$ cat config.mk
export PLATFORM = sky130hd
export DESIGN_NAME = nst_queue
export DESIGN_NICKNAME = d
export VERILOG_FILES = /design/src/rtl/nst_pkg.sv /design/src/rtl/nst_queue.sv
export SDC_FILE = /design/constraint.sdc
export NUM_CORES = 1
export LEC_CHECK = 0
export BUFFER_PORTS_ARGS = -buffer_cell sky130_fd_sc_hd__buf_2
export CORE_ASPECT_RATIO = 1.75
export CORE_UTILIZATION = 52
export DETAILED_ROUTE_END_ITERATION = 16
export PLACE_DENSITY = 0.79
export SLEW_MARGIN = 20
export SYNTH_ARGS = -nofsm -noshare
export SYNTH_HDL_FRONTEND = slang
export SYNTH_SLANG_ARGS = --single-unit
$ cat constraint.sdc
create_clock -name clk -period 8.2 [get_ports clk]
set_input_delay 2.46 -clock clk [delete_from_list [all_inputs] [get_ports clk]]
set_output_delay 2.46 -clock clk [all_outputs]
set_load 0.005 [all_outputs]
$ cat src/rtl/nst_pkg.sv
// shared types and constants of the address and port translator
// used by every module of the block; no dependencies
`default_nettype none

package nst_pkg;

    // request classes decided by the front end
    typedef enum logic [1:0] {
        KIND_DROP    = 2'd0,
        KIND_PASS    = 2'd1,
        KIND_INSIDE  = 2'd2,
        KIND_OUTSIDE = 2'd3
    } kind_t;

    // forwarding decision codes
    localparam logic [1:0] ACT_DROP    = 2'd0;
    localparam logic [1:0] ACT_INSIDE  = 2'd1;
    localparam logic [1:0] ACT_OUTSIDE = 2'd2;

    // arrival sides
    localparam logic [1:0] SIDE_INSIDE  = 2'd1;
    localparam logic [1:0] SIDE_OUTSIDE = 2'd2;

    // header codes
    localparam logic [15:0] ETH_IPV4     = 16'h0800;
    localparam logic [15:0] ETH_ARP      = 16'h0806;
    localparam logic [7:0]  PROTO_ICMP   = 8'd1;
    localparam logic [7:0]  PROTO_TCP    = 8'd6;
    localparam logic [7:0]  PROTO_UDP    = 8'd17;
    localparam logic [7:0]  ICMP_REQUEST = 8'd8;
    localparam logic [7:0]  ICMP_REPLY   = 8'd0;

    // minimum frame lengths
    localparam logic [15:0] LEN_ETH = 16'd14;
    localparam logic [15:0] LEN_IP  = 16'd34;
    localparam logic [15:0] LEN_UDP = 16'd42;
    localparam logic [15:0] LEN_TCP = 16'd54;

    // port allocation
    localparam logic [15:0] PORT_FLOOR = 16'd1024;
    localparam logic [16:0] PORT_WRAP  = 17'd65535;

    // classified request between front and back
    typedef struct packed {
        kind_t       kind;
        logic        icmp;
        logic [1:0]  act;
        logic [31:0] saddr;
        logic [31:0] daddr;
        logic [15:0] sport;
        logic [15:0] dport;
        logic [15:0] ipck;
        logic [15:0] l4ck;
    } nst_req_t;

    // translated result
    typedef struct packed {
        logic [1:0]  act;
        logic [31:0] saddr;
        logic [31:0] daddr;
        logic [15:0] sport;
        logic [15:0] dport;
        logic [15:0] ipck;
        logic [15:0] l4ck;
        logic        created;
    } nst_res_t;

endpackage

`default_nettype wire

$ cat src/rtl/nst_queue.sv
// two-entry request queue between front and back end
// depends on nst_pkg
`default_nettype none

module nst_queue
(
    input  wire logic              clk,
    input  wire logic              rst_n,
    input  wire logic              push,
    input  wire nst_pkg::nst_req_t push_req,
    output logic                   full,
    input  wire logic              pop,
    output logic                   not_empty,
    output nst_pkg::nst_req_t      head
);
    import nst_pkg::*;

    nst_req_t    slot_reg [2];
    logic        wr_ptr_reg;
    logic        rd_ptr_reg;
    logic [1:0]  count_reg;
    logic [1:0]  count_next;

    assign full      = (count_reg == 2'd2);
    assign not_empty = (count_reg != 2'd0);
    assign head      = slot_reg[rd_ptr_reg];

    // occupancy
    always_comb
    begin
        count_next = count_reg;
        if (push && !pop)
            count_next = count_reg + 2'd1;
        else if (pop && !push)
            count_next = count_reg - 2'd1;
    end

    // pointers and count
    always_ff @(posedge clk or negedge rst_n)
    begin
        if (!rst_n)
        begin
            wr_ptr_reg <= 1'b0;
            rd_ptr_reg <= 1'b0;
            count_reg  <= 2'd0;
        end
        else
        begin
            count_reg <= count_next;
            if (push)
                wr_ptr_reg <= !wr_ptr_reg;
            if (pop)
                rd_ptr_reg <= !rd_ptr_reg;
        end
    end

    // storage
    always_ff @(posedge clk)
    begin
        if (push)
            slot_reg[wr_ptr_reg] <= push_req;
    end

endmodule

`default_nettype wire

Word-level counts from Yosys, hierarchy flattened

Memories as Yosys holds them, arrays and structs flattened.
Cells that the tools add are included.

Flip-flop bits (word level): 4
Bits of input ports: 137
Memories: 1
RAM bits: 266

Memory list:

| name     | depth | width | read ports | clocked after memory_dff | write ports | RTL line        | RTL |
|---|---|---|---|---|---|---|---|
| slot_reg | 2     | 133   | 1          | 0                        | 1           | nst_queue.sv:18 | `nst_req_t slot_reg [2];` |

Reductions and logical operators: 8
Add/subtract/negate cells: 2
Eq/ne operators: 1
Muxes and demuxes: 4

Operator list:

| operator            | number |
|---|---|
| $logic_not 1->1     | 4 |
| $mux 2              | 2 |
| $reduce_bool 2->1   | 2 |
| $add 2x1->2 const B | 1 |
| $eq 2x2->1 const B  | 1 |
| $logic_and 1x1->1   | 2 |
| $mux 1              | 2 |
| $sub 2x1->2 const B | 1 |

Longest topological paths before layout

Depth after elaboration: 4
Gate-level depth with buffers: 5

Worst setup path before layout

OpenSTA, ideal clock, no wires.

Path type: in2reg
Start point: in push
End point: mem slot_reg[0][0] (netlist bit) (enable)
Stages: 1
Library setup time: 643 ps
Data arrival time: 8222 ps
Slack: -665 ps
Cells stage by stage: nor2b_1

Longest elaborated chain between the ends: 2

RTL lines:

| element                      | RTL line        | RTL |
|---|---|---|
| from (decl)                  | nst_queue.sv:9  | `input wire logic push,` |
| $mux 1                       | nst_queue.sv:60 | `if (push)` |
| $mux 1 (not written as such) | nst_queue.sv:61 | `slot_reg[wr_ptr_reg] <= push_req;` |
| to (decl)                    | nst_queue.sv:18 |  |

No other way between the ends.

==> run metrics <==
Initial Utilization 53.5%; cell taking the most area after synthesis edfxtp_1; Post-Syn Area 10000 um2; CTS Buffer Depth 3; worst path cell trace buf_4 > mux2_2 > buf_2; DRT Pass-1 Iters 4; Post-DRT Antenna Nets 0; Final Cycle Share 62.3%; clk_lat worst skew 0.50 ns; setup_tns 0 ns; Vias per Instance 5.07; syn_area_per_cell 23.3 um2; starting DRC count in detailed routing 195; Area growth, synth to finish 23.7%; Die ar. 19900 um2; Fmax 196 MHz; layout cells sized above 1 61.0%; H-tree depth 1; clock share of power 25.4%; Yosys warnings 0; Leak 4.84 nW; Pwr Density 330 nW/um2; worst slew pin tran 0.822 ns; vias in the first global route 5253; status complete, no violations; Mapped Nets 568; fin area 12400 um2; Setup violations, final 0; clk_skew 0.00571 ns; Hold Path Class reg -> reg; Place WS 3.55 ns; #FFs+latches synth 270; CP delay by family, top buffers and inverters; crit path buf inv count 2; Tmin final 5.11 ns; postcts setup bufs 0; Logic pwr share 27.4%; CTS Buf Count 23; slowest stage cell on the critical path dfrtp_4; GP Congestion 0.756; top post-synthesis cells by area edfxtp_1 80%, mux2_4 9.0%, mux2_2 8.2%; Pins Over Slew Limit 0; port buffer count 271; Seq/Total Area, Yosys 80.7%; drt wl/cell 18.5 um; post-synth top area share 79.7%; Setup WS post-layout 3.09 ns; core area 18700 um2; Core Rows 66; WHS 0.491 ns; DP Wirelength 12500 um; arrival time worst endpoint 2.65 ns; Nets 856; # resized after CTS 0; internal power 3.03 mW; root buf cell clkbuf_16; crit end category output pin; grt total ovfl 0; post-synth cell types 14; largest net degree at the start of global routing 84; placed cell areas 11600 um2; Post-Synthesis Cells 430; IO Pins 272; Chip Width 107 um; sw power 1.07 mW; Final Core Density 66.2%; max reg flops 266; WL final 18200 um; Setup Crit Path Kind reg -> out; share of power burned in registers 47.2%; vias 4975; CTS tree yes; crit start category flop; Post-route DRC 0; worst-path fanout max 46; VDD IR max 0.264 mV; WP data required 5.74 ns; unrepaired setup endpoints after global routing no; gr usage total 17.9%; max_cap viols 0; Sink Count 270; first-pass GRT wire length 26700 um; initial antenna violation count 9; hold_buf cts 0; Clk pin slew, worst setup/hold paths 0.06 ns; Worst path max stage delay 0.79 ns; Slew HR 45.2%; Die H 186 um; Sw Share 26.1%; Hold Fails Final Rpt 0
layer usage:
| metal | track usage [%] | share of wire [%] | vias up |
|---|---|---|---|
| li1 | - | - | 2294 |
| met1 | 18.9 | 34 | 2418 |
| met2 | 32.4 | 55 | 207 |
| met3 | 4.59 | 6.9 | 54 |
| met4 | 9.21 | 4.3 | 2 |
| met5 | 0 | 0.072 | - |
cell families (layout without fill, tap and decap cells):
| family | after synthesis | after routing | synth area share (%) |
|---|---|---|---|
| and+or+nand+nor | 5 | 5 | 0.287 |
| buffers and inverters | 16 | 320 | 1.29 |
| other | 0 | 9 | 0 |
| adders and majority gates | 1 | 1 | 0.125 |
| DFF | 270 | 270 | 80.7 |
| muxes | 133 | 133 | 17.2 |
| xor gates and xnor gates | 5 | 5 | 0.437 |
cells in the final DEF (no fill, tap or decap):
| cell | synthesis | routed |
|---|---|---|
| clkbuf_1 | 0 | 4 |
| clkinv_2 | 0 | 2 |
| mux2_4 | 60 | 60 |
| buf_12 | 0 | 2 |
| dfrtp_4 | 0 | 1 |
| buf_2 | 7 | 271 |
| xnor2_1 | 1 | 1 |
| clkinv_4 | 0 | 3 |
| nor2b_1 | 2 | 1 |
| diode_2 | 0 | 9 |
| clkinv_1 | 0 | 4 |
| clkinv_8 | 0 | 1 |
| mux2_2 | 73 | 73 |
| inv_1 | 1 | 1 |
| nor2_1 | 1 | 1 |
| edfxtp_1 | 266 | 266 |
| buf_4 | 0 | 5 |
| bufinv_16 | 0 | 2 |
| inv_6 | 0 | 1 |
| and2_4 | 0 | 1 |
| xor2_1 | 4 | 4 |
| or2_2 | 1 | 1 |
| ha_1 | 1 | 1 |
| clkinvlp_4 | 0 | 1 |
| dfrtp_1 | 4 | 3 |
| clkbuf_16 | 0 | 23 |
| nor2b_4 | 0 | 1 |
cells in the mapped netlist (all sizes together):
master / instances
or2: 1
xnor2: 1
buf: 15
nor2: 1
xor2: 4
ha: 1
edfxtp: 266
nor2b: 2
dfrtp: 4
mux2: 133
and2: 1
inv: 1
final timing paths:
path | slack (ns) | end | cells after the start | startpoint
worst max-delay path | 3.09 | head[129] | 3 | rd_ptr_reg
worst min-delay path | 0.49 | count_reg[1] | 1 | count_reg[1]
worst max register to register | 6.19 | slot_reg[0][1] | 3 | wr_ptr_reg
worst min register to register | 0.49 | count_reg[1] | 1 | count_reg[1]
max in group asynchronous | 6.31 | rd_ptr_reg | 1 | rst_n
min in group asynchronous | 1.75 | rd_ptr_reg | 1 | rst_n
power by group through the flow:
| stage | Clock, mW | Sequential (mW) | Combinational, mW |
|---|---|---|---|
| after global placement | 0 | 1.95 | 1.11 |
| after floorplan | 0 | 1.94 | 0.762 |
| after detailed placement | 0 | 1.97 | 1.13 |
| after global routing | 1.12 | 1.96 | 1.22 |
| after CTS | 1.07 | 1.94 | 1.14 |
| final | 1.04 | 1.93 | 1.12 |
stage by stage:
stage,total power [mW],std cells
floorplan,2.70,430
global placement,3.06,929
detailed placement,3.10,929
CTS,4.15,970
global route,4.29,979
finish,4.10,981
layout make-up:
type,count,area [um2]
Sequential cell,270,8090
Fill cell,1226,6340
Multi-Input combinational cell,144,1820
Timing Repair Buffer,278,1430
Clock buffer,27,591
Tap cell,238,298
Clock inverter,14,144
Antenna cell,9,22.5
Inverter,1,3.75
No activity file was read; power rests on OpenSTA's default activity.
