`config.mk`:
```
export PLATFORM = sky130hd
export DESIGN_NAME = nst_front
export DESIGN_NICKNAME = d
export VERILOG_FILES = /design/src/rtl/nst_pkg.sv /design/src/rtl/nst_front.sv
export SDC_FILE = /design/constraint.sdc
export NUM_CORES = 1
export LEC_CHECK = 0
export BUFFER_PORTS_ARGS = -buffer_cell sky130_fd_sc_hd__clkbuf_2
export CELL_PAD_IN_SITES_DETAIL_PLACEMENT = 0
export CELL_PAD_IN_SITES_GLOBAL_PLACEMENT = 1
export CORE_AREA = 3 3 123 125
export DETAILED_ROUTE_END_ITERATION = 8
export DIE_AREA = 0 0 126 128
export MAX_ROUTING_LAYER = met4
export PLACE_DENSITY_LB_ADDON = 0.1
export REMOVE_ABC_BUFFERS = 1
export SYNTH_ARGS = -nofsm -noshare
export SYNTH_HDL_FRONTEND = slang
export SYNTH_SLANG_ARGS = --single-unit
```
`constraint.sdc`:
```
create_clock -name vclk -period 2.65
set_input_delay 0.1325 -clock vclk [all_inputs]
set_output_delay 0.1325 -clock vclk [all_outputs]
set_load 0.01 [all_outputs]
```
`src/rtl/nst_pkg.sv`:
```
// shared types and constants of the address and port translator
// used by every module of the block; no dependencies
`default_nettype none

package nst_pkg;

    // request classes decided by the front end
    typedef enum logic [1:0] {
        KIND_DROP    = 2'd0,
        KIND_PASS    = 2'd1,
        KIND_INSIDE  = 2'd2,
        KIND_OUTSIDE = 2'd3
    } kind_t;

    // forwarding decision codes
    localparam logic [1:0] ACT_DROP    = 2'd0;
    localparam logic [1:0] ACT_INSIDE  = 2'd1;
    localparam logic [1:0] ACT_OUTSIDE = 2'd2;

    // arrival sides
    localparam logic [1:0] SIDE_INSIDE  = 2'd1;
    localparam logic [1:0] SIDE_OUTSIDE = 2'd2;

    // header codes
    localparam logic [15:0] ETH_IPV4     = 16'h0800;
    localparam logic [15:0] ETH_ARP      = 16'h0806;
    localparam logic [7:0]  PROTO_ICMP   = 8'd1;
    localparam logic [7:0]  PROTO_TCP    = 8'd6;
    localparam logic [7:0]  PROTO_UDP    = 8'd17;
    localparam logic [7:0]  ICMP_REQUEST = 8'd8;
    localparam logic [7:0]  ICMP_REPLY   = 8'd0;

    // minimum frame lengths
    localparam logic [15:0] LEN_ETH = 16'd14;
    localparam logic [15:0] LEN_IP  = 16'd34;
    localparam logic [15:0] LEN_UDP = 16'd42;
    localparam logic [15:0] LEN_TCP = 16'd54;

    // port allocation
    localparam logic [15:0] PORT_FLOOR = 16'd1024;
    localparam logic [16:0] PORT_WRAP  = 17'd65535;

    // classified request between front and back
    typedef struct packed {
        kind_t       kind;
        logic        icmp;
        logic [1:0]  act;
        logic [31:0] saddr;
        logic [31:0] daddr;
        logic [15:0] sport;
        logic [15:0] dport;
        logic [15:0] ipck;
        logic [15:0] l4ck;
    } nst_req_t;

    // translated result
    typedef struct packed {
        logic [1:0]  act;
        logic [31:0] saddr;
        logic [31:0] daddr;
        logic [15:0] sport;
        logic [15:0] dport;
        logic [15:0] ipck;
        logic [15:0] l4ck;
        logic        created;
    } nst_res_t;

endpackage

`default_nettype wire

```
`src/rtl/nst_front.sv`:
```
// front end: accepts header requests and classifies them
// depends on nst_pkg
`default_nettype none

module nst_front
(
    input  wire logic                 s_tvalid,
    output logic                      s_tready,
    input  wire logic [175:0]         s_tdata,
    input  wire logic [1:0]           s_tuser,
    output logic                      push,
    output nst_pkg::nst_req_t         push_req,
    input  wire logic                 q_full
);
    import nst_pkg::*;

    logic [15:0] frame_len;
    logic [15:0] ether_type;
    logic [7:0]  ip_protocol;
    logic [7:0]  icmp_type;
    logic        is_icmp;
    logic        l4_ok;

    // unpack header fields
    assign frame_len   = s_tdata[15:0];
    assign ether_type  = s_tdata[31:16];
    assign ip_protocol = s_tdata[39:32];
    assign icmp_type   = s_tdata[143:136];

    assign s_tready = !q_full;
    assign push     = s_tvalid && !q_full;

    // protocol and length checks
    always_comb
    begin
        is_icmp = 1'b0;
        l4_ok   = 1'b0;
        case (ip_protocol)
            PROTO_ICMP:
            begin
                is_icmp = 1'b1;
                l4_ok   = (frame_len >= LEN_UDP) &&
                          ((icmp_type == ICMP_REQUEST) || (icmp_type == ICMP_REPLY));
            end
            PROTO_UDP: l4_ok = (frame_len >= LEN_UDP);
            PROTO_TCP: l4_ok = (frame_len >= LEN_TCP);
            default:   l4_ok = 1'b0;
        endcase
    end

    // classification
    always_comb
    begin
        push_req.kind  = KIND_DROP;
        push_req.icmp  = is_icmp;
        push_req.act   = ACT_DROP;
        push_req.saddr = s_tdata[71:40];
        push_req.daddr = s_tdata[103:72];
        push_req.sport = s_tdata[119:104];
        push_req.dport = s_tdata[135:120];
        push_req.ipck  = s_tdata[159:144];
        push_req.l4ck  = s_tdata[175:160];
        if (frame_len < LEN_ETH)
        begin
            push_req.kind = KIND_DROP;
        end
        else if (ether_type == ETH_ARP)
        begin
            if (s_tuser == SIDE_INSIDE)
            begin
                push_req.kind = KIND_PASS;
                push_req.act  = ACT_OUTSIDE;
            end
            else if (s_tuser == SIDE_OUTSIDE)
            begin
                push_req.kind = KIND_PASS;
                push_req.act  = ACT_INSIDE;
            end
        end
        else if ((ether_type == ETH_IPV4) && (frame_len >= LEN_IP) && l4_ok)
        begin
            if (s_tuser == SIDE_INSIDE)
                push_req.kind = KIND_INSIDE;
            else if (s_tuser == SIDE_OUTSIDE)
                push_req.kind = KIND_OUTSIDE;
        end
    end

endmodule

`default_nettype wire

```
# Word-level counts from Yosys, hierarchy flattened
# Index checks and enable logic that the tools add are counted.
# op_classes
n_lt_le_gt_ge	4
muxes	12
n_eq_ne	8
reduce_logical	7
# ops
cell	n
16-bit by 6-bit greater-or-equal comparator with 1-bit output, second input constant	3
16-bit by 12-bit == test with 1-bit output, second input constant	2
16-bit by 4-bit < comparator with 1-bit output, second input constant	1
2-bit two-way mux	8
8-bit by 1-bit == test with 1-bit output, second input constant	1
8-bit by 3-bit == test with 1-bit output, second input constant	1
8-bit by 4-bit == test with 1-bit output, second input constant	1
8-bit by 5-bit == test with 1-bit output, second input constant	1
8-bit logical NOT	1
1-bit logical AND	4
1-bit two-way mux	3
1-bit one-hot mux with 3 select lines	1
2-bit by 1-bit == test with 1-bit output, second input constant	1
2-bit == test, second input constant	1
1-bit logical NOT	1
1-bit logical OR	1
# word_totals
output_inout_bits	135
reg_bits	0
elab_cells	31

# Logic depth before layout (Yosys ltp)
# logic_depth
ltp_word	8
ltp_mapped	5

# Worst setup path after synthesis
# Ideal clock, no wire load.
# synth_path
path_kind	input to output
from	input s_tdata[39]
to	output push_req[131] in the netlist's numbering
n_path_buf	0
slack_ns	1.183
arrival_time_ns	1.334
required_time_ns	2.518
cell_stages	4
cell_sequence	or4_1 > a2111oi_1 > a21oi_1 > o2bb2ai_1
# synth_rtl
item	line	rtl
start: declaration	nst_front.sv:9	input wire logic [175:0] s_tdata,
end: declaration	nst_front.sv:12	output nst_pkg::nst_req_t push_req,

==> results <==
- The design has 0 sequential cells.
- Yosys attributes the largest share of cell area to sky130_fd_sc_hd__buf_4 77%, sky130_fd_sc_hd__ha_1 2.0%, sky130_fd_sc_hd__nor4_1 2.0%.
- The switching power total is 27.69 uW.
- The average wire per standard cell is roughly 75 um.
- The layout-stage area growth over the synthesis result is -35.96%.
- The number of standard-cell rows in the floorplan is between 40 and 50.
- By startpoint and endpoint, the worst setup path is classified as in -> out.
- For this design the static power due to leakage is between 0.0003 and 0.0004 uW.
- The total grt overflow is 0.
- The biggest area contributor in the post-synthesis netlist is sky130_fd_sc_hd__buf_4.
- The final antenna-violating net count is 0.
- The path with the worst hold slack has its endpoint at push_req[92].
- The starting density of the core is roughly 9.0%.
- The count of final hold-check violations is 0.
- The switching portion of total power is roughly 44%.
- Registers are responsible for 0% of the overall power.
- Of the cells placed in the final design, the portion with a size suffix greater than 1 is between 50% and 60%.
- The mean area per synthesized cell is 7.240 um^2.
- The number of search-and-repair iterations in the first detailed-routing pass is 4.
- Setup total negative slack on the finished layout was measured at 0 ps.
- The routed layout has ~940 vias.
- The number of max-slew violations in the final report is 0.
- The post-synthesis cell type count is 24.
- For this run, the top clock speed supported by timing is approximately 520 MHz.
- The actual transition at the worst max-transition pin is roughly 400 ps.
- The number of antenna violations at the first check in global routing is 3.
- The startpoint of the most critical setup path is s_tdata[11].
- The iteration-0 DRC count of the detailed router is 66.
- The via count of the first global-routing pass is between 800 and 900.
- The routability-driven placement congestion ratio is roughly 1.1.
- In this run the worst path has a maximum fanout of 4.
- The combinational cell fraction of total power is between 90% and 100%.
- Setup repair after global routing left no endpoint under its margin.
- The die is between 100 and 150 um wide.
- Yosys printed 0 warnings.
- The post-synthesis instance area is 0.001252 mm^2.
- The worst vdd rail ir drop is 0.01518 mV.
- Measured against its own limit, the worst slew margin works out to 72.84%.
- The overall power of the completed layout is between 60 and 70 uW.
- Global routing consumed, over all layers together, between 20% and 30% of the routing resources.
- The count of endpoints failing setup in the final report is 0.
- The launch instance of the worst min-delay path is s_tdata[100].
- roughly 320 I/O pins were placed.
- The flow ran to the end, and the final reports show no timing, DRC or antenna violations.
- Power spread over the standard cell area amounts to about 78 mW/mm^2.
- The data arrival time of the critical path is about 1800 ps.
- In the routed layout, each cell is associated on average with a via count of 3.296.
- Sequential elements use 0% of the synthesized area.
- Detailed placement ended at an HPWL of about 21000 um.
- The final net count is 285.
- The sequential cells in the finished layout cover a total of 0 um^2.
- The first global-routing pass estimated 23070 um of wire.
- The path class of the tightest hold or removal check is in -> out.
- The clock network burns 0% of the power.
- The element type at the critical path end is a primary output.
- Post-CTS repair changed the size of 0 cells.
- The area of the die is between 0.015 and 0.02 mm^2.
- For this block, the routed nets add up to ~21000 um of wire.
- The minimum period implied by the final worst setup slack is just under 2000 ps.
- Buffers placed on the I/O ports in this run total 57.
- Entering global routing, the biggest net connects 5 pins.
- The worst setup path is launched from an input port.
- The layout has 0 clock buffers.
- The fraction of post-synthesis cell area in the top cell type by area is 77.32%.
- The hold-fix buffer count after cts is 0.
- In this run the vertical extent of the chip is 128 um.
- The worst hold path depth is 0.
- In the final layout, the multi-input gates occupy ~270 um^2.
- The cell count after synthesis is around 170.
- The design internal power is around 35 uW.
- In this run the standard cell core region covers about 0.014 mm^2.
- The number of filler instances in the final layout is 1691.
- In the routed design, unresolved DRC markers number 0.
- The post-route clock period utilization is roughly three quarters.
- After clock tree synthesis, the setup repair step added 0 buffers.
- At the worst endpoint, the required time is approximately 2500 ps.
- The tool flagged a number of max-cap violations equal to 0.
==> synthesized netlist by cell type, types with 2 or more instances <==
master / instances
sky130_fd_sc_hd__buf_4: 129
sky130_fd_sc_hd__a21oi_1: 4
sky130_fd_sc_hd__inv_1: 4
sky130_fd_sc_hd__nand2_1: 4
sky130_fd_sc_hd__nor2_1: 4
sky130_fd_sc_hd__nor4_1: 4
sky130_fd_sc_hd__nor3_1: 3
sky130_fd_sc_hd__and2_1: 2
sky130_fd_sc_hd__ha_1: 2
sky130_fd_sc_hd__nand3_1: 2
sky130_fd_sc_hd__or4_1: 2
==> power groups by stage <==
stage          combinational, uW  clock [uW]  sequential, uW
3_5_place_dp                62.4           0               0
5_1_grt                     69.8    0.000151               0
4_1_cts                     62.7           0               0
6_report                    62.6    0.000152               0
2_1_floorplan               14.3           0               0
3_3_place_gp                63.1           0               0
==> cell usage in the layout (no fill, tap or decap) <==
cell type	n
sky130_fd_sc_hd__and4_1	1
sky130_fd_sc_hd__nor3_1	3
sky130_fd_sc_hd__nand2_1	4
sky130_fd_sc_hd__a2111oi_1	1
sky130_fd_sc_hd__a21oi_1	4
sky130_fd_sc_hd__or4_4	1
sky130_fd_sc_hd__nor4b_1	1
sky130_fd_sc_hd__nor2_1	4
sky130_fd_sc_hd__or4_1	2
sky130_fd_sc_hd__and2_1	2
sky130_fd_sc_hd__o21ai_1	1
sky130_fd_sc_hd__diode_2	3
sky130_fd_sc_hd__inv_1	4
sky130_fd_sc_hd__ha_1	2
sky130_fd_sc_hd__nand4_1	1
sky130_fd_sc_hd__nor4_1	4
sky130_fd_sc_hd__o21ai_0	1
sky130_fd_sc_hd__o2bb2ai_1	1
sky130_fd_sc_hd__nor4_4	1
sky130_fd_sc_hd__nor2b_1	1
sky130_fd_sc_hd__a311oi_1	1
sky130_fd_sc_hd__nand3_1	2
sky130_fd_sc_hd__o41ai_1	1
sky130_fd_sc_hd__o21a_1	1
sky130_fd_sc_hd__clkbuf_2	57
==> critical path, cell delays in order <==
cell                        delay [ps]
sky130_fd_sc_hd__clkbuf_2           90
sky130_fd_sc_hd__or4_4             540
sky130_fd_sc_hd__nor4_4            350
sky130_fd_sc_hd__a2111oi_1         140
sky130_fd_sc_hd__a21oi_1           290
sky130_fd_sc_hd__o2bb2ai_1         120
sky130_fd_sc_hd__clkbuf_2          150
==> area by class of cell <==
type / instances / area share [%]
diodes: 3 / 0.9360
multi-input cells: 40 / 33.54
inverters: 4 / 1.872
well taps: 180 / 28.08
repair buffers: 57 / 35.57
==> kinds of logic (layout without fill, tap and decap cells) <==
kind of cell	after synthesis	after routing	synth area share [%]
AO/OA/AOI/OAI	11	11	5.894
buffers and inverters	133	61	78.52
AND/OR/NAND/NOR	27	27	13.59
other	0	3	0
adder cells (fa/ha/maj)	2	2	1.998
==> worst max path at each step <==
stage	endpoint	slack (ps)
6_report	push_req[131]	710
3_3_place_gp	push_req[131]	730
5_1_grt	push_req[131]	590
2_1_floorplan	push_req[131]	1180
4_1_cts	push_req[131]	720
3_5_place_dp	push_req[131]	720
==> metal layers <==
metal / track usage [%] / vias to the layer above / wire (um)
met5: - / - / 0
li1: - / 294 / -
met1: 5.181 / 306 / 1607
met3: 44.08 / 8 / 7825
met2: 48.70 / 328 / 11610
met4: 2.145 / 0 / 229
==> stage by stage <==
step                setup WS [ps]  utilization [%]  cell area, um^2  hold WS, ps  cells
floorplan                    1183                -            284.0        265.0     44
global placement            728.1            5.680            794.5        265.1    281
CTS                         719.4            5.680            794.5        265.1    281
finish                      712.4            5.733            802.0        265.1    284
detailed placement          721.7            5.680            794.5        265.1    281
global route                590.2            5.733            802.0        265.1    284
Note: power is estimated with default switching activity, not from simulation.
